### src/rtl/mva_pkg.sv
package mva_pkg;

  localparam int MAX_VOICES = 9;
  localparam int CHANNELS   = 16;
  localparam int AGE_W      = 32;

  localparam int VIDX_W = (MAX_VOICES > 1) ? $clog2(MAX_VOICES) : 1;
  localparam int CIDX_W = (CHANNELS > 1) ? $clog2(CHANNELS) : 1;

  localparam int MODE_W  = 2;
  localparam int CHAN_W  = 4;
  localparam int DATA_W  = 7;
  localparam int VOICE_W = 4;
  localparam int LEVEL_W = 6;
  localparam int CFG_IDX_W  = 2;
  localparam int CFG_DATA_W = 7;

  typedef enum logic [MODE_W-1:0] {
    MODE_NOTE_OFF = 2'd0,
    MODE_NOTE_ON  = 2'd1,
    MODE_CTRL     = 2'd2,
    MODE_UNUSED   = 2'd3
  } mode_t;

  typedef enum logic [CFG_IDX_W-1:0] {
    CFG_VOICES_IN_USE = 2'd0,
    CFG_LOWEST_NOTE   = 2'd1,
    CFG_HIGHEST_NOTE  = 2'd2,
    CFG_NONE          = 2'd3
  } cfg_idx_t;

  localparam logic [DATA_W-1:0] CTRL_VOLUME = 7'd7;

  localparam logic [VOICE_W-1:0] RST_VOICES_IN_USE = 4'd9;
  localparam logic [DATA_W-1:0]  RST_LOWEST_NOTE   = 7'd21;
  localparam logic [DATA_W-1:0]  RST_HIGHEST_NOTE  = 7'd108;
  localparam logic [DATA_W-1:0]  RST_VOLUME        = 7'd127;

  typedef enum logic [1:0] {
    ST_IDLE,
    ST_RELEASE,
    ST_ALLOC,
    ST_COMMIT
  } state_t;

  localparam logic [LEVEL_W-1:0] ATTEN_TABLE [128] = '{
    6'd63, 6'd55, 6'd48, 6'd43, 6'd40, 6'd37, 6'd35, 6'd34,
    6'd32, 6'd31, 6'd29, 6'd28, 6'd27, 6'd26, 6'd26, 6'd25,
    6'd24, 6'd23, 6'd23, 6'd22, 6'd21, 6'd21, 6'd20, 6'd20,
    6'd19, 6'd19, 6'd18, 6'd18, 6'd18, 6'd17, 6'd17, 6'd16,
    6'd16, 6'd16, 6'd15, 6'd15, 6'd15, 6'd14, 6'd14, 6'd14,
    6'd13, 6'd13, 6'd13, 6'd13, 6'd12, 6'd12, 6'd12, 6'd12,
    6'd11, 6'd11, 6'd11, 6'd11, 6'd10, 6'd10, 6'd10, 6'd10,
    6'd9,  6'd9,  6'd9,  6'd9,  6'd9,  6'd8,  6'd8,  6'd8,
    6'd8,  6'd8,  6'd8,  6'd7,  6'd7,  6'd7,  6'd7,  6'd7,
    6'd7,  6'd6,  6'd6,  6'd6,  6'd6,  6'd6,  6'd6,  6'd5,
    6'd5,  6'd5,  6'd5,  6'd5,  6'd5,  6'd5,  6'd5,  6'd4,
    6'd4,  6'd4,  6'd4,  6'd4,  6'd4,  6'd4,  6'd3,  6'd3,
    6'd3,  6'd3,  6'd3,  6'd3,  6'd3,  6'd3,  6'd3,  6'd2,
    6'd2,  6'd2,  6'd2,  6'd2,  6'd2,  6'd2,  6'd2,  6'd2,
    6'd1,  6'd1,  6'd1,  6'd1,  6'd1,  6'd1,  6'd1,  6'd1,
    6'd1,  6'd1,  6'd0,  6'd0,  6'd0,  6'd0,  6'd0,  6'd0
  };

endpackage

### src/rtl/mva_ifs.sv
interface mva_in_if;
  logic                             valid;
  logic                             ready;
  logic [mva_pkg::MODE_W-1:0]       mode;
  logic [mva_pkg::CHAN_W-1:0]       channel;
  logic [mva_pkg::DATA_W-1:0]       data_first;
  logic [mva_pkg::DATA_W-1:0]       data_second;

  modport source (output valid, mode, channel, data_first, data_second, input ready);
  modport sink   (input valid, mode, channel, data_first, data_second, output ready);
endinterface

interface mva_out_if;
  logic                             valid;
  logic                             ready;
  logic [mva_pkg::VOICE_W-1:0]      voice;
  logic                             key_on;
  logic [mva_pkg::DATA_W-1:0]       note_out;
  logic [mva_pkg::CHAN_W-1:0]       channel_out;
  logic [mva_pkg::LEVEL_W-1:0]      level;
  logic                             stolen;

  modport source (output valid, voice, key_on, note_out, channel_out, level, stolen,
                  input ready);
  modport sink   (input valid, voice, key_on, note_out, channel_out, level, stolen,
                  output ready);
endinterface

### src/rtl/midi_voice_allocator.sv
// Channel   Dir  Word
// in_word   in   mode, channel, data_first, data_second
// out_word  out  voice, key_on, note_out, channel_out, level, stolen
// cfg_*     in   cfg_we, cfg_index, cfg_data (write only)
//
// A note event is accepted, then the voices in use are scanned in turn (at least
// one, nine at most; note-ons on the shared age comparator), then committed.
// Control changes, ignored events and unmatched note-offs do not commit.
// Reset is synchronous: voices free, ages zero, volumes 127, registers defaults.
// A result waits in the output register; commit stalls while it is not taken.
module midi_voice_allocator (
  input  logic                                clk,
  input  logic                                rst_n,
  mva_in_if.sink                              in_word,
  mva_out_if.source                           out_word,
  input  logic                                cfg_we,
  input  logic [mva_pkg::CFG_IDX_W-1:0]       cfg_index,
  input  logic [mva_pkg::CFG_DATA_W-1:0]      cfg_data
);

  mva_pkg::state_t state_r, state_nxt;

  logic [mva_pkg::VOICE_W-1:0] voices_cfg_r;
  logic [mva_pkg::DATA_W-1:0]  low_note_r;
  logic [mva_pkg::DATA_W-1:0]  high_note_r;

  logic [mva_pkg::CHAN_W-1:0]  owner_r [mva_pkg::MAX_VOICES];
  logic [mva_pkg::DATA_W-1:0]  held_r  [mva_pkg::MAX_VOICES];
  logic [mva_pkg::AGE_W-1:0]   age_r   [mva_pkg::MAX_VOICES];
  logic [mva_pkg::AGE_W-1:0]   age_ctr_r;
  logic [mva_pkg::DATA_W-1:0]  volume_r [mva_pkg::CHANNELS];

  logic [mva_pkg::CHAN_W-1:0]  ch_r;
  logic [mva_pkg::DATA_W-1:0]  note_r;
  logic [mva_pkg::VOICE_W-1:0] idx_r;
  logic [mva_pkg::VOICE_W-1:0] pick_r;
  logic [mva_pkg::AGE_W-1:0]   best_r;
  logic                        key_on_r;
  logic                        stolen_r;

  logic                        out_valid_r;
  logic [mva_pkg::VOICE_W-1:0] out_voice_r;
  logic                        out_key_on_r;
  logic [mva_pkg::DATA_W-1:0]  out_note_r;
  logic [mva_pkg::CHAN_W-1:0]  out_chan_r;
  logic [mva_pkg::LEVEL_W-1:0] out_level_r;
  logic                        out_stolen_r;

  logic                        in_acc;
  logic                        chan_ok;
  logic                        in_range;
  logic                        start_alloc;
  logic                        start_release;
  logic                        vol_we;
  logic [mva_pkg::VOICE_W-1:0] last_idx;
  logic                        at_last;
  logic [mva_pkg::AGE_W-1:0]   age_cur;
  logic                        cur_free;
  logic                        cur_less;
  logic                        cur_match;
  logic                        out_free;
  logic                        commit;
  logic                        take_pick;
  logic                        scan_adv;
  logic                        set_stolen;
  logic [mva_pkg::AGE_W-1:0]   ctr_inc;

  assign in_word.ready = (state_r == mva_pkg::ST_IDLE);
  assign in_acc        = in_word.valid && in_word.ready;

  assign chan_ok  = ({1'b0, in_word.channel} < (mva_pkg::CHAN_W + 1)'(mva_pkg::CHANNELS));
  assign in_range = (in_word.data_first >= low_note_r) && (in_word.data_first <= high_note_r);

  always_comb begin
    if (voices_cfg_r == '0) begin
      last_idx = '0;
    end else if (voices_cfg_r > mva_pkg::VOICE_W'(mva_pkg::MAX_VOICES)) begin
      last_idx = mva_pkg::VOICE_W'(mva_pkg::MAX_VOICES - 1);
    end else begin
      last_idx = voices_cfg_r - 1'b1;
    end
  end

  assign at_last   = (idx_r == last_idx);
  assign age_cur   = age_r[idx_r[mva_pkg::VIDX_W-1:0]];
  assign cur_free  = (age_cur == '0);
  assign cur_less  = (idx_r == '0) || (age_cur < best_r);
  assign cur_match = !cur_free && (owner_r[idx_r[mva_pkg::VIDX_W-1:0]] == ch_r)
                     && (held_r[idx_r[mva_pkg::VIDX_W-1:0]] == note_r);
  assign out_free  = !out_valid_r || out_word.ready;
  assign ctr_inc   = (&age_ctr_r) ? age_ctr_r : age_ctr_r + mva_pkg::AGE_W'(1);

  always_comb begin
    state_nxt     = state_r;
    start_alloc   = 1'b0;
    start_release = 1'b0;
    vol_we        = 1'b0;
    commit        = 1'b0;
    take_pick     = 1'b0;
    scan_adv      = 1'b0;
    set_stolen    = 1'b0;
    unique case (state_r)
      mva_pkg::ST_IDLE: begin
        if (in_acc && chan_ok) begin
          priority case (in_word.mode)
            mva_pkg::MODE_NOTE_OFF: begin
              start_release = 1'b1;
            end
            mva_pkg::MODE_NOTE_ON: begin
              if (in_word.data_second == '0) begin
                start_release = 1'b1;
              end else if (in_range) begin
                start_alloc = 1'b1;
              end
            end
            mva_pkg::MODE_CTRL: begin
              vol_we = (in_word.data_first == mva_pkg::CTRL_VOLUME);
            end
            default: begin
            end
          endcase
        end
        if (start_release) begin
          state_nxt = mva_pkg::ST_RELEASE;
        end else if (start_alloc) begin
          state_nxt = mva_pkg::ST_ALLOC;
        end
      end
      mva_pkg::ST_RELEASE: begin
        if (cur_match) begin
          take_pick = 1'b1;
          state_nxt = mva_pkg::ST_COMMIT;
        end else if (at_last) begin
          state_nxt = mva_pkg::ST_IDLE;
        end else begin
          scan_adv = 1'b1;
        end
      end
      mva_pkg::ST_ALLOC: begin
        if (cur_free) begin
          take_pick = 1'b1;
          state_nxt = mva_pkg::ST_COMMIT;
        end else begin
          take_pick = cur_less;
          if (at_last) begin
            set_stolen = 1'b1;
            state_nxt  = mva_pkg::ST_COMMIT;
          end else begin
            scan_adv = 1'b1;
          end
        end
      end
      mva_pkg::ST_COMMIT: begin
        if (out_free) begin
          commit    = 1'b1;
          state_nxt = mva_pkg::ST_IDLE;
        end
      end
      default: begin
        state_nxt = mva_pkg::ST_IDLE;
      end
    endcase
  end

  always_ff @(posedge clk) begin
    if (!rst_n) begin
      state_r <= mva_pkg::ST_IDLE;
    end else begin
      state_r <= state_nxt;
    end
  end

  always_ff @(posedge clk) begin
    if (!rst_n) begin
      voices_cfg_r <= mva_pkg::RST_VOICES_IN_USE;
      low_note_r   <= mva_pkg::RST_LOWEST_NOTE;
      high_note_r  <= mva_pkg::RST_HIGHEST_NOTE;
    end else if (cfg_we) begin
      unique case (mva_pkg::cfg_idx_t'(cfg_index))
        mva_pkg::CFG_VOICES_IN_USE: voices_cfg_r <= cfg_data[mva_pkg::VOICE_W-1:0];
        mva_pkg::CFG_LOWEST_NOTE:   low_note_r   <= cfg_data;
        mva_pkg::CFG_HIGHEST_NOTE:  high_note_r  <= cfg_data;
        default: begin
        end
      endcase
    end
  end

  always_ff @(posedge clk) begin
    if (!rst_n) begin
      for (int v = 0; v < mva_pkg::MAX_VOICES; v++) begin
        owner_r[v] <= '0;
        held_r[v]  <= '0;
        age_r[v]   <= '0;
      end
      for (int c = 0; c < mva_pkg::CHANNELS; c++) begin
        volume_r[c] <= mva_pkg::RST_VOLUME;
      end
      age_ctr_r <= '0;
    end else begin
      if (vol_we) begin
        volume_r[in_word.channel[mva_pkg::CIDX_W-1:0]] <= in_word.data_second;
      end
      if (commit) begin
        if (key_on_r) begin
          owner_r[pick_r[mva_pkg::VIDX_W-1:0]] <= ch_r;
          held_r[pick_r[mva_pkg::VIDX_W-1:0]]  <= note_r;
          age_r[pick_r[mva_pkg::VIDX_W-1:0]]   <= ctr_inc;
          age_ctr_r                            <= ctr_inc;
        end else begin
          owner_r[pick_r[mva_pkg::VIDX_W-1:0]] <= '0;
          held_r[pick_r[mva_pkg::VIDX_W-1:0]]  <= '0;
          age_r[pick_r[mva_pkg::VIDX_W-1:0]]   <= '0;
        end
      end
    end
  end

  always_ff @(posedge clk) begin
    if (start_alloc || start_release) begin
      ch_r     <= in_word.channel;
      note_r   <= in_word.data_first;
      key_on_r <= start_alloc;
      stolen_r <= 1'b0;
      idx_r    <= '0;
    end else begin
      if (scan_adv) begin
        idx_r <= idx_r + 1'b1;
      end
      if (set_stolen) begin
        stolen_r <= 1'b1;
      end
    end
    if (take_pick) begin
      pick_r <= idx_r;
      best_r <= age_cur;
    end
  end

  always_ff @(posedge clk) begin
    if (!rst_n) begin
      out_valid_r <= 1'b0;
    end else if (commit) begin
      out_valid_r <= 1'b1;
    end else if (out_word.ready) begin
      out_valid_r <= 1'b0;
    end
  end

  always_ff @(posedge clk) begin
    if (commit) begin
      out_voice_r  <= pick_r;
      out_key_on_r <= key_on_r;
      out_note_r   <= note_r;
      out_chan_r   <= ch_r;
      out_level_r  <= key_on_r ? mva_pkg::ATTEN_TABLE[volume_r[ch_r[mva_pkg::CIDX_W-1:0]]]
                               : '0;
      out_stolen_r <= key_on_r && stolen_r;
    end
  end

  assign out_word.valid       = out_valid_r;
  assign out_word.voice       = out_voice_r;
  assign out_word.key_on      = out_key_on_r;
  assign out_word.note_out    = out_note_r;
  assign out_word.channel_out = out_chan_r;
  assign out_word.level       = out_level_r;
  assign out_word.stolen      = out_stolen_r;

endmodule

### src/flat_wrapper.sv
// flat-port wrapper written by rule: the top's interface ports become plain ports
module midi_voice_allocator_flat 
  (clk, rst_n, cfg_we, cfg_index, cfg_data, in_word_valid, in_word_mode, in_word_channel, in_word_data_first, in_word_data_second, in_word_ready, out_word_valid, out_word_voice, out_word_key_on, out_word_note_out, out_word_channel_out, out_word_level, out_word_stolen, out_word_ready);
  mva_in_if in_word_i ();
  mva_out_if out_word_i ();
  input  logic clk;
  input  logic rst_n;
  input  logic cfg_we;
  input  logic [mva_pkg::CFG_IDX_W-1:0] cfg_index;
  input  logic [mva_pkg::CFG_DATA_W-1:0] cfg_data;
  input wire logic [$bits(in_word_i.valid)-1:0] in_word_valid;
  input wire logic [$bits(in_word_i.mode)-1:0] in_word_mode;
  input wire logic [$bits(in_word_i.channel)-1:0] in_word_channel;
  input wire logic [$bits(in_word_i.data_first)-1:0] in_word_data_first;
  input wire logic [$bits(in_word_i.data_second)-1:0] in_word_data_second;
  output wire logic [$bits(in_word_i.ready)-1:0] in_word_ready;
  output wire logic [$bits(out_word_i.valid)-1:0] out_word_valid;
  output wire logic [$bits(out_word_i.voice)-1:0] out_word_voice;
  output wire logic [$bits(out_word_i.key_on)-1:0] out_word_key_on;
  output wire logic [$bits(out_word_i.note_out)-1:0] out_word_note_out;
  output wire logic [$bits(out_word_i.channel_out)-1:0] out_word_channel_out;
  output wire logic [$bits(out_word_i.level)-1:0] out_word_level;
  output wire logic [$bits(out_word_i.stolen)-1:0] out_word_stolen;
  input wire logic [$bits(out_word_i.ready)-1:0] out_word_ready;
  assign in_word_i.valid = in_word_valid;
  assign in_word_i.mode = in_word_mode;
  assign in_word_i.channel = in_word_channel;
  assign in_word_i.data_first = in_word_data_first;
  assign in_word_i.data_second = in_word_data_second;
  assign in_word_ready = in_word_i.ready;
  assign out_word_valid = out_word_i.valid;
  assign out_word_voice = out_word_i.voice;
  assign out_word_key_on = out_word_i.key_on;
  assign out_word_note_out = out_word_i.note_out;
  assign out_word_channel_out = out_word_i.channel_out;
  assign out_word_level = out_word_i.level;
  assign out_word_stolen = out_word_i.stolen;
  assign out_word_i.ready = out_word_ready;
  midi_voice_allocator u_core (.clk(clk), .rst_n(rst_n), .in_word(in_word_i), .out_word(out_word_i), .cfg_we(cfg_we), .cfg_index(cfg_index), .cfg_data(cfg_data));
endmodule
### config.mk
export PLATFORM = sky130hd
export DESIGN_NAME = midi_voice_allocator_flat
export DESIGN_NICKNAME = d
export VERILOG_FILES = /design/src/rtl/mva_pkg.sv /design/src/rtl/mva_ifs.sv /design/src/rtl/midi_voice_allocator.sv /design/src/flat_wrapper.sv
export SDC_FILE = /design/constraint.sdc
export NUM_CORES = 1
export LEC_CHECK = 0
export BUFFER_PORTS_ARGS = -buffer_cell sky130_fd_sc_hd__buf_2
export CORE_MARGIN = 2
export CORE_UTILIZATION = 50
export DETAILED_ROUTE_END_ITERATION = 10
export GPL_TIMING_DRIVEN = 0
export HOLD_SLACK_MARGIN = 0.03
export PLACE_DENSITY = 0.66
export REMOVE_ABC_BUFFERS = 1
export SLEW_MARGIN = 20
export SYNTH_ARGS = -nofsm -noshare
export SYNTH_HDL_FRONTEND = slang
export SYNTH_SLANG_ARGS = --single-unit
### constraint.sdc
create_clock -name clk -period 8.4 [get_ports clk]
set_input_delay 1.26 -clock clk [delete_from_list [all_inputs] [get_ports clk]]
set_output_delay 1.26 -clock clk [all_outputs]
set_load 0.03 [all_outputs]
Word-level counts from Yosys, hierarchy flattened
Memories as Yosys holds them, arrays and structs flattened. A register that Yosys moved wholly into a read port is not among the register bits.
Index checks and enable logic that the tools add are counted.
Widths: inputs -> output; s select.
{"block": "totals", "regBits": 123, "output_inout_bits": 25, "n_memories": 5, "ram_bits": 499, "in_bits": 34, "mem_bits_ro": 768}
{"name": "(no name shown)", "depth": 128, "width": 6, "read_ports": 1, "rd_clocked_by_memory_dff": 1, "write_ports": 0, "line_no": "midi_voice_allocator.sv:256", "source": "out_level_r <= key_on_r ? mva_pkg::ATTEN_TABLE[volume_r[ch_r[mva_pkg::CIDX_W-1:0]]]"}
{"name": "u_core.age_r", "depth": 9, "width": 32, "read_ports": 1, "rd_clocked_by_memory_dff": 1, "write_ports": 9, "line_no": "midi_voice_allocator.sv:29", "source": "logic [mva_pkg::AGE_W-1:0] age_r [mva_pkg::MAX_VOICES];"}
{"name": "u_core.volume_r", "depth": 16, "width": 7, "read_ports": 1, "rd_clocked_by_memory_dff": 1, "write_ports": 16, "line_no": "midi_voice_allocator.sv:31", "source": "logic [mva_pkg::DATA_W-1:0] volume_r [mva_pkg::CHANNELS];"}
{"name": "u_core.held_r", "depth": 9, "width": 7, "read_ports": 1, "rd_clocked_by_memory_dff": 1, "write_ports": 9, "line_no": "midi_voice_allocator.sv:28", "source": "logic [mva_pkg::DATA_W-1:0] held_r [mva_pkg::MAX_VOICES];"}
{"name": "u_core.owner_r", "depth": 9, "width": 4, "read_ports": 1, "rd_clocked_by_memory_dff": 1, "write_ports": 9, "line_no": "midi_voice_allocator.sv:27", "source": "logic [mva_pkg::CHAN_W-1:0] owner_r [mva_pkg::MAX_VOICES];"}
{"block": "op_classes", "eq_ne": 15, "bitwise_logic": 4, "muxes": 73, "order_cmp": 4, "add_sub_neg": 3, "reduce_logical": 29}
{"op": "$mux 32", "n": 3}
{"op": "$mux 4", "n": 15}
{"op": "$mux 1", "n": 41}
{"op": "$add 32x1->32 const B", "n": 1}
{"op": "$logic_not 32->1", "n": 1}
{"op": "$lt 32x32->1", "n": 1}
{"op": "$reduce_and 32->1", "n": 1}
{"op": "$reduce_or 32->1", "n": 1}
{"op": "$mux 7", "n": 3}
{"op": "$mux 2", "n": 7}
{"op": "$reduce_or 7->1", "n": 2}
{"op": "$eq 2x2->1 const B", "n": 4}
{"op": "$eq 4x4->1", "n": 2}
{"op": "$logic_not 4->1", "n": 2}
{"op": "$not 7->8", "n": 1}
{"op": "$pmux 2 s4", "n": 1}
{"op": "$reduce_and 2->1", "n": 4}
{"op": "$eq 7x3->1 const B", "n": 1}
{"op": "$eq 7x7->1", "n": 1}
{"op": "$ge 7x7->1", "n": 1}
{"op": "$le 7x7->1", "n": 1}
{"op": "$logic_not 7->1", "n": 1}
{"op": "$eq 2x1->1 const B", "n": 3}
{"op": "$logic_not 2->1", "n": 3}
{"op": "other kinds (14)", "n": 27}

Longest topological paths before layout
Gate-level depths: netlist of the first run.
{"block": "logic_depth", "word_depth": 10, "ltp_mapped": 16, "mapped_depth_nobuf": 13}

Least setup slack after synthesis of the first run
Ideal clock, no wire load.
{"block": "synth_path", "path_kind": "register -> register", "startpoint": "register with a tool-made name", "endpoint": "register u_core.best_r[0] in the netlist's numbering, enable pin", "slack_ns": 2.192, "setup_ns": 0.486, "arrival_ns": 5.722, "path_stages_with_launch": 16, "path_cell_list": "dfxtp_1 buf_6 buf_2 mux4_2 a22oi_1 nand2_1 ha_1 a21o_1 a21o_1 a21oi_1 nor2_1 a2111oi_0 nor2_1 o21ai_0 a31oi_1 o32ai_1"}
{"item": "end signal: assignment", "line_no": "midi_voice_allocator.sv:236", "source": "best_r <= age_cur;"}
{"item": "end: declaration", "line_no": "midi_voice_allocator.sv:37", "source": "logic [mva_pkg::AGE_W-1:0] best_r;"}

==> impl_metrics.tcl, run 1 <==
set metrics [dict create \
    run_status "completed" \
    final.setup_skew_ns 0.0267 \
    hold_buffers 0 \
    pwr-share-seq_pct 46.7 \
    slew_headroom_pct 19.6 \
    setup_tns_ns 0 \
    worstHoldPathType "reg2reg" \
    dieArea_um2 83800 \
    cts_tree "built" \
    share_of_layout_cells_above_drive_strength_1_pct 20.0 \
    post_cts.repair.setup_buffers 0 \
    clock_path_buffers 3 \
    clk-insertion-delay-late_ns 0.65 \
    synthesis.yosys.warnings 0 \
    swShare_pct 25.9 \
    worstPathArrival_ns 6.17 \
    power.total_mw 11.7 \
    grt_pass1_vias 24238 \
    global_route.usage.total_pct 24.9 \
    fmaxAchievable_ghz 0.172 \
    clk_root_buffer_cell "sky130_fd_sc_hd__clkbuf_16" \
    final-max-slew-violation-count 0 \
    irDropWorstVdd_v 0.000152 \
    switchingPower_mw 3.02 \
    synth_flop_cell "sky130_fd_sc_hd__edfxtp_1" \
    critical_path_required_ns 8.76 \
    chipWidth_um 290 \
    clkTransAtPathRegs_ns 0.06 \
    vias 24054 \
    drt_first_pass_iters 5 \
    dp.final_hpwl_mm 66.7 \
    placementRows 104 \
    grt_pass1_wl_mm 152 \
    maxCapViolCount 0 \
    io_buffers 58 \
    final_antenna_net_count 0 \
    syn_avg_cell_area_um2 14.9 \
    worstSetupEndpointType "register" \
    place.gp.congestion 0.868 \
    routedWlPerCell_um 26.1 \
    critPathKind "reg2reg" \
    postCtsResizedCells 0 \
    flow.area_growth_from_synthesis_pct 13.7 \
    dieHeight_um 290 \
    io_pins 59 \
    globalRouteOverflowTotal 0 \
    detail_route.drc_violations 0 \
    synth.yosys.seq_area_share_pct 67.4 \
    leakage_power_of_the_design_nw 15.7 \
    report.final.setup_viol 0 \
    placeableCoreArea_um2 80700 \
    drt_iter0_markers 2744 \
    layout_net_count 2890 \
    clockPowerShare_pct 36.7 \
    worstHoldStart "u_core.stolen_r" \
    synth.distinct_cells 61 \
    internal-power_mw 8.64 \
    period_minus_slack_ns 5.82 \
    syn-instance-count 2741 \
    rsz0062_at_grt "no" \
    h-tree-depth 3 \
    hold_violations 0 \
    p_comb_share_pct 16.7 \
    powerDensity_nw_per_um2 252 \
    initial_core_util_pct 50.5 \
    synth_async_reset_ratio_pct 0 \
    worstPathMaxFanout 27 \
    clkSinkCount 937 \
    startpoint_type "register" \
    wirelength_mm 103 \
    synth_edf_count 871 \
    postSynthRegisterBits 937 \
    numCtsBuffers 93 \
    tightest_slew_ns 1.20 \
    drt-vias-per-instance 6.11 \
    synth_cell_area_um2 40800 \
    grt_start_max_net_pins 45 \
    grt_antenna_before_repair 2 \
    post-route-period-util_pct 69.2 \
]
[cells by family (layout without fill, tap and decap cells)]
kind of cell | count (synthesis) | count (layout) | synth area share, %
fa+ha+maj | 61 | 61 | 1.87
buf+inv | 251 | 383 | 2.61
compound gates | 199 | 199 | 3.25
simple gates | 956 | 956 | 10.6
mux | 254 | 254 | 12.5
xor+xnor | 83 | 83 | 1.78
other cells | 0 | 1 | 0
flops | 937 | 937 | 67.4
[cell usage after synthesis (9+ instances only)]
cell	instances	area (um2)
sky130_fd_sc_hd__nand2_1	159	597
sky130_fd_sc_hd__buf_2	25	125
sky130_fd_sc_hd__or3_1	54	338
sky130_fd_sc_hd__o21ai_0	46	230
sky130_fd_sc_hd__nand3_1	38	190
sky130_fd_sc_hd__mux4_2	204	4590
sky130_fd_sc_hd__or2_2	63	394
sky130_fd_sc_hd__nor3_1	26	130
sky130_fd_sc_hd__dfxtp_1	66	1320
sky130_fd_sc_hd__xnor2_1	30	263
sky130_fd_sc_hd__nand4_1	28	175
sky130_fd_sc_hd__nor2_1	498	1870
sky130_fd_sc_hd__xor2_1	53	464
sky130_fd_sc_hd__nor2b_1	12	75.1
sky130_fd_sc_hd__and2_1	9	56.3
sky130_fd_sc_hd__inv_1	93	349
sky130_fd_sc_hd__clkbuf_1	105	394
sky130_fd_sc_hd__edfxtp_1	871	26200
sky130_fd_sc_hd__a22oi_1	68	510
sky130_fd_sc_hd__buf_1	13	48.8
sky130_fd_sc_hd__mux2i_1	42	420
sky130_fd_sc_hd__ha_1	61	763
sky130_fd_sc_hd__a21oi_1	36	180
sky130_fd_sc_hd__and3_1	10	62.6
sky130_fd_sc_hd__nand2b_1	30	188
sky130_fd_sc_hd__a21o_1	10	75.1
[power groups by stage]
stage	registers (mW)	clock network [mW]	logic, mW
after floorplan	5.66	0	1.29
after global placement	5.81	0	1.82
after detailed placement	5.54	0	1.94
after CTS	5.44	4.32	1.95
after global routing	5.46	4.50	2.10
final	5.44	4.27	1.94
[layout make-up]
type / count / area, um2
tap: 1060 / 1330
fill: 6087 / 34300
antenna: 1 / 2.50
timing repair buffer: 116 / 1580
clock buffer: 126 / 2530
sequential: 937 / 27500
clock inverter: 47 / 582
inverter: 94 / 354
multi-input combinational: 1553 / 12500
[registers in the layout, indices dropped and copies added (netlist names), 6 cells and up, named ones only]
signal and flops:
u_core.age_r 512, u_core.held_r 112, u_core.volume_r 112, u_core.owner_r 64
u_core.age_ctr_r 32, u_core.best_r 32, u_core.high_note_r 7, u_core.low_note_r 7
u_core.note_r 7, u_core.out_word.note_out 7, u_core.out_word.level 6
[layout by cell type (no fill, tap or decap), types with 8 or more instances in the layout]
master                      instances
sky130_fd_sc_hd__nor2b_1            8
sky130_fd_sc_hd__nor4_1             8
sky130_fd_sc_hd__clkinv_2          15
sky130_fd_sc_hd__buf_16            31
sky130_fd_sc_hd__nand3_1           36
sky130_fd_sc_hd__nand2_4            9
sky130_fd_sc_hd__xor2_1            53
sky130_fd_sc_hd__mux4_2           204
sky130_fd_sc_hd__nor3_1            25
sky130_fd_sc_hd__o21ai_0           43
sky130_fd_sc_hd__buf_2             57
sky130_fd_sc_hd__a21oi_1           35
sky130_fd_sc_hd__or2_2             62
sky130_fd_sc_hd__a21o_1            10
sky130_fd_sc_hd__bufinv_16         13
sky130_fd_sc_hd__xnor2_1           28
sky130_fd_sc_hd__and3_1            10
sky130_fd_sc_hd__nor2_1           488
sky130_fd_sc_hd__edfxtp_1         871
sky130_fd_sc_hd__mux2_2             8
sky130_fd_sc_hd__clkbuf_1          27
sky130_fd_sc_hd__a22oi_1           68
sky130_fd_sc_hd__buf_12            14
sky130_fd_sc_hd__clkbuf_16         95
sky130_fd_sc_hd__dfxtp_1           60
sky130_fd_sc_hd__nand2b_1          29
sky130_fd_sc_hd__nor2_4             8
sky130_fd_sc_hd__or3_1             54
sky130_fd_sc_hd__nand4_1           28
sky130_fd_sc_hd__ha_1              61
sky130_fd_sc_hd__mux2i_1           42
sky130_fd_sc_hd__inv_1             93
sky130_fd_sc_hd__buf_6              9
sky130_fd_sc_hd__clkinv_1          12
sky130_fd_sc_hd__nand2_1          146
sky130_fd_sc_hd__and2_1             8
[metrics by stage]
step	cells	hold slack (ns)	instance area, um2	utilization, %	setup slack (ns)
CTS	3932	0.474	46300	57.4	2.61
finish	3934	0.472	46300	57.4	2.58
floorplan	2584	0.429	40100	-	-3.74
global placement	3702	0.448	41700	51.7	-9.38
detailed placement	3759	0.458	43200	53.5	2.64
global route	3933	0.495	46300	57.4	2.31
[routing by layer]
layer / wire, um / global-route usage, %
met2: 49000 / 39.6
met4: 3320 / 8.67
met1: 40400 / 33.6
met3: 9910 / 6.05
met5: 78 / 0.511
[critical path: stages (launching register included)]
cell and delay (ns):
sky130_fd_sc_hd__dfxtp_4 0.72, sky130_fd_sc_hd__buf_16 0.30, sky130_fd_sc_hd__buf_16 0.27, sky130_fd_sc_hd__buf_12 0.26, sky130_fd_sc_hd__mux4_2 0.55, sky130_fd_sc_hd__a22oi_1 0.25
sky130_fd_sc_hd__nand2_1 0.20, sky130_fd_sc_hd__ha_1 0.35, sky130_fd_sc_hd__a21o_1 0.16, sky130_fd_sc_hd__a21o_1 0.17, sky130_fd_sc_hd__a21oi_1 0.13, sky130_fd_sc_hd__o21bai_1 0.09
sky130_fd_sc_hd__o311ai_0 0.42, sky130_fd_sc_hd__a31oi_1 0.35, sky130_fd_sc_hd__o32ai_4 0.76, sky130_fd_sc_hd__buf_8 0.24, sky130_fd_sc_hd__buf_8 0.18
[path summary, 6_finish.rpt]
| check | end | cells past startpoint | slack, ns |
|---|---|---|---|
| max reg2reg | u_core.best_r[16] | 16 | 2.58 |
| max | u_core.best_r[16] | 16 | 2.58 |
| min reg2reg | u_core.stolen_r | 2 | 0.47 |
| min | u_core.stolen_r | 2 | 0.47 |
(Power assumes the default switching activity.)
==> inputs of run 2 (changes only) <==
PLACE_DENSITY = 0.68   (was 0.66)
clock period = 5.2 ns   (was 8.4 ns; I/O delays follow)
==> run 2 against run 1 <==
Against the previous run:
- cell area down 0.39%
- count of clock-buffer cells in the layout down 7
- fmax up 21%
- via count down 0.28%
- hold slack worse by 0.090 ns
- sequential power up 60%
- register-to-register slack worse by 2.2 ns
- clock skew up 0.0076 ns
- non-clock buffer count up 4
- cell count about the same
- highest routed layer unchanged
- worst setup slack worse by 2.2 ns
- total power up 60%
==> impl_metrics.tcl, run 2 (synthesis gave the netlist of run 1 again) <==
set metrics [dict create \
    placeableCoreArea_um2 80700 \
    routed.top_layer "met5" \
    tightest_slew_ns 1.19 \
    h-tree-depth 3 \
    grt_start_max_net_pins 47 \
    worstSetupEndpointType "register" \
    io_buffers 58 \
    design_area_um2 46200 \
    largestRegisters "u_core.age_r (512), u_core.held_r (112), u_core.volume_r (112)" \
    placedCellCount 3758 \
    clk_root_buffer_cell "sky130_fd_sc_hd__clkbuf_16" \
    worstHoldPathType "in2reg" \
    power.total_mw 18.7 \
    critPathKind "reg2reg" \
    wirelength_mm 101 \
    report.final.setup_viol 0 \
    irDropWorstVdd_v 0.000281 \
    clock_path_buffers 3 \
    path_cells "buf_16 -> buf_16 -> mux4_2 -> a22oi_1 -> nand2_2 -> ha_1 -> a21o_1 -> a21o_1 -> a21oi_1 -> nor2_1 -> a2111oi_0 -> nor2_1 -> o21ai_1 -> a31oi_2 -> o32ai_4 -> buf_6 -> buf_8" \
    final_antenna_net_count 0 \
    clk-insertion-delay-late_ns 0.64 \
    drt_iter0_markers 2980 \
    placementRows 104 \
    grt_pass1_vias 24391 \
    startpoint_type "register" \
    post-route-period-util_pct 92.2 \
    numCtsBuffers 93 \
    hold_violations 0 \
    worstPathArrival_ns 5.14 \
    routedWlPerCell_um 25.8 \
    run_status "completed" \
    final_util_pct 57.2 \
    final.setup_skew_ns 0.0344 \
    grt_pass1_wl_mm 153 \
    grt_antenna_before_repair 2 \
    register_with_the_highest_flop_count "u_core.age_r" \
    maxCapViolCount 0 \
    share_of_layout_cells_above_drive_strength_1_pct 20.2 \
    slew_headroom_pct 20.4 \
    globalRouteOverflowTotal 0 \
    initial_core_util_pct 50.5 \
    setup_tns_ns 0 \
    critical_path_required_ns 5.54 \
    dp.final_hpwl_mm 65.5 \
    fmaxAchievable_ghz 0.208 \
    met2_routed_wirelength_mm 48.7 \
    cts_tree "built" \
    drt_first_pass_iters 6 \
    leakage_power_of_the_design_nw 15.7 \
    dieHeight_um 290 \
    powerDensity_nw_per_um2 404 \
    instances_no_fill 3935 \
    final-max-slew-violation-count 0 \
    chipWidth_um 290 \
    cp_slowest_cell "sky130_fd_sc_hd__mux4_2" \
    clkSinkCount 937 \
    global_route.usage.total_pct 24.7 \
    layout_net_count 2894 \
    mostFrequentLayoutCell "sky130_fd_sc_hd__edfxtp_1" \
    vias 23986 \
    pre_cts_worst_setup_slack_ns -0.443 \
    clkTransAtPathRegs_ns 0.06 \
    flow.area_growth_from_synthesis_pct 13.2 \
    detail_route.drc_violations 0 \
    post_dp_cell_area_um2 43100 \
    final_cell_mix "sky130_fd_sc_hd__edfxtp_1, sky130_fd_sc_hd__nor2_1, sky130_fd_sc_hd__mux4_2, sky130_fd_sc_hd__nand2_1, sky130_fd_sc_hd__clkbuf_16" \
    postLayoutSetupSlackWorst_ns 0.404 \
    critPathMaxStageDelay_ns 0.53 \
    finalHoldWorstSlack_ns 0.382 \
    period_minus_slack_ns 4.80 \
    m1WireLength_mm 41.1 \
    largest_register_ff_count 512 \
    worstPathMaxFanout 31 \
    dieArea_um2 83800 \
    drt-vias-per-instance 6.10 \
    place.gp.congestion 0.831 \
    met3_length_mm 8.88 \
    io_pins 59 \
]
run 2: worst paths after layout:
path | cells past startpoint | endpoint | slack (ns) | startpoint
max reg2reg | 17 | u_core.best_r[5] | 0.40 | register
min reg2reg | 2 | u_core.stolen_r | 0.49 | u_core.stolen_r
max | 17 | u_core.best_r[5] | 0.40 | register
min | 1 | u_core.note_r[0] | 0.38 | in_word_data_first[0]
run 2: layer usage:
layer / global-route usage [%] / vias to the layer above
met3: 4.34 / 181
met4: 7.85 / 2
met5: 0 / -
met1: 34.9 / 12314
li1: - / 10371
met2: 39.4 / 1118
run 2: repair_timing:
| action | CTS | global route |
|---|---|---|
| buffers inserted | 1 | 4 |
| hold buffers | 0 | 0 |
| cloned | 0 | 1 |
| resized for setup | 1 | 5 |
| setup endpoints to repair | 36 | 36 |
| pin swaps | 1 | 0 |
run 2: layout make-up:
class                   count  area, um2
diodes                      1       2.50
clock buffers             119       2490
clock inverters            51        526
fillers                  6103      34500
inverters                  94        354
multi-input cells        1553      12500
flip-flops and latches    937      27500
well taps                1060       1330
repair buffers            120       1510
run 2: worst max-delay path: cells and delay by family (launching register included):
family | cells | cell delay (ns)
DFF | 1 | 0.36
buffers and inverters | 4 | 0.90
AOI/OAI and AO/OA | 8 | 1.95
and+or+nand+nor | 3 | 0.35
muxes | 1 | 0.53
adders and majority gates | 1 | 0.35
run 2: where the power goes:
part | switching [mW] | internal [mW]
Clock | 2.77 | 3.91
Sequential | 0.214 | 8.51
Combinational | 1.85 | 1.40
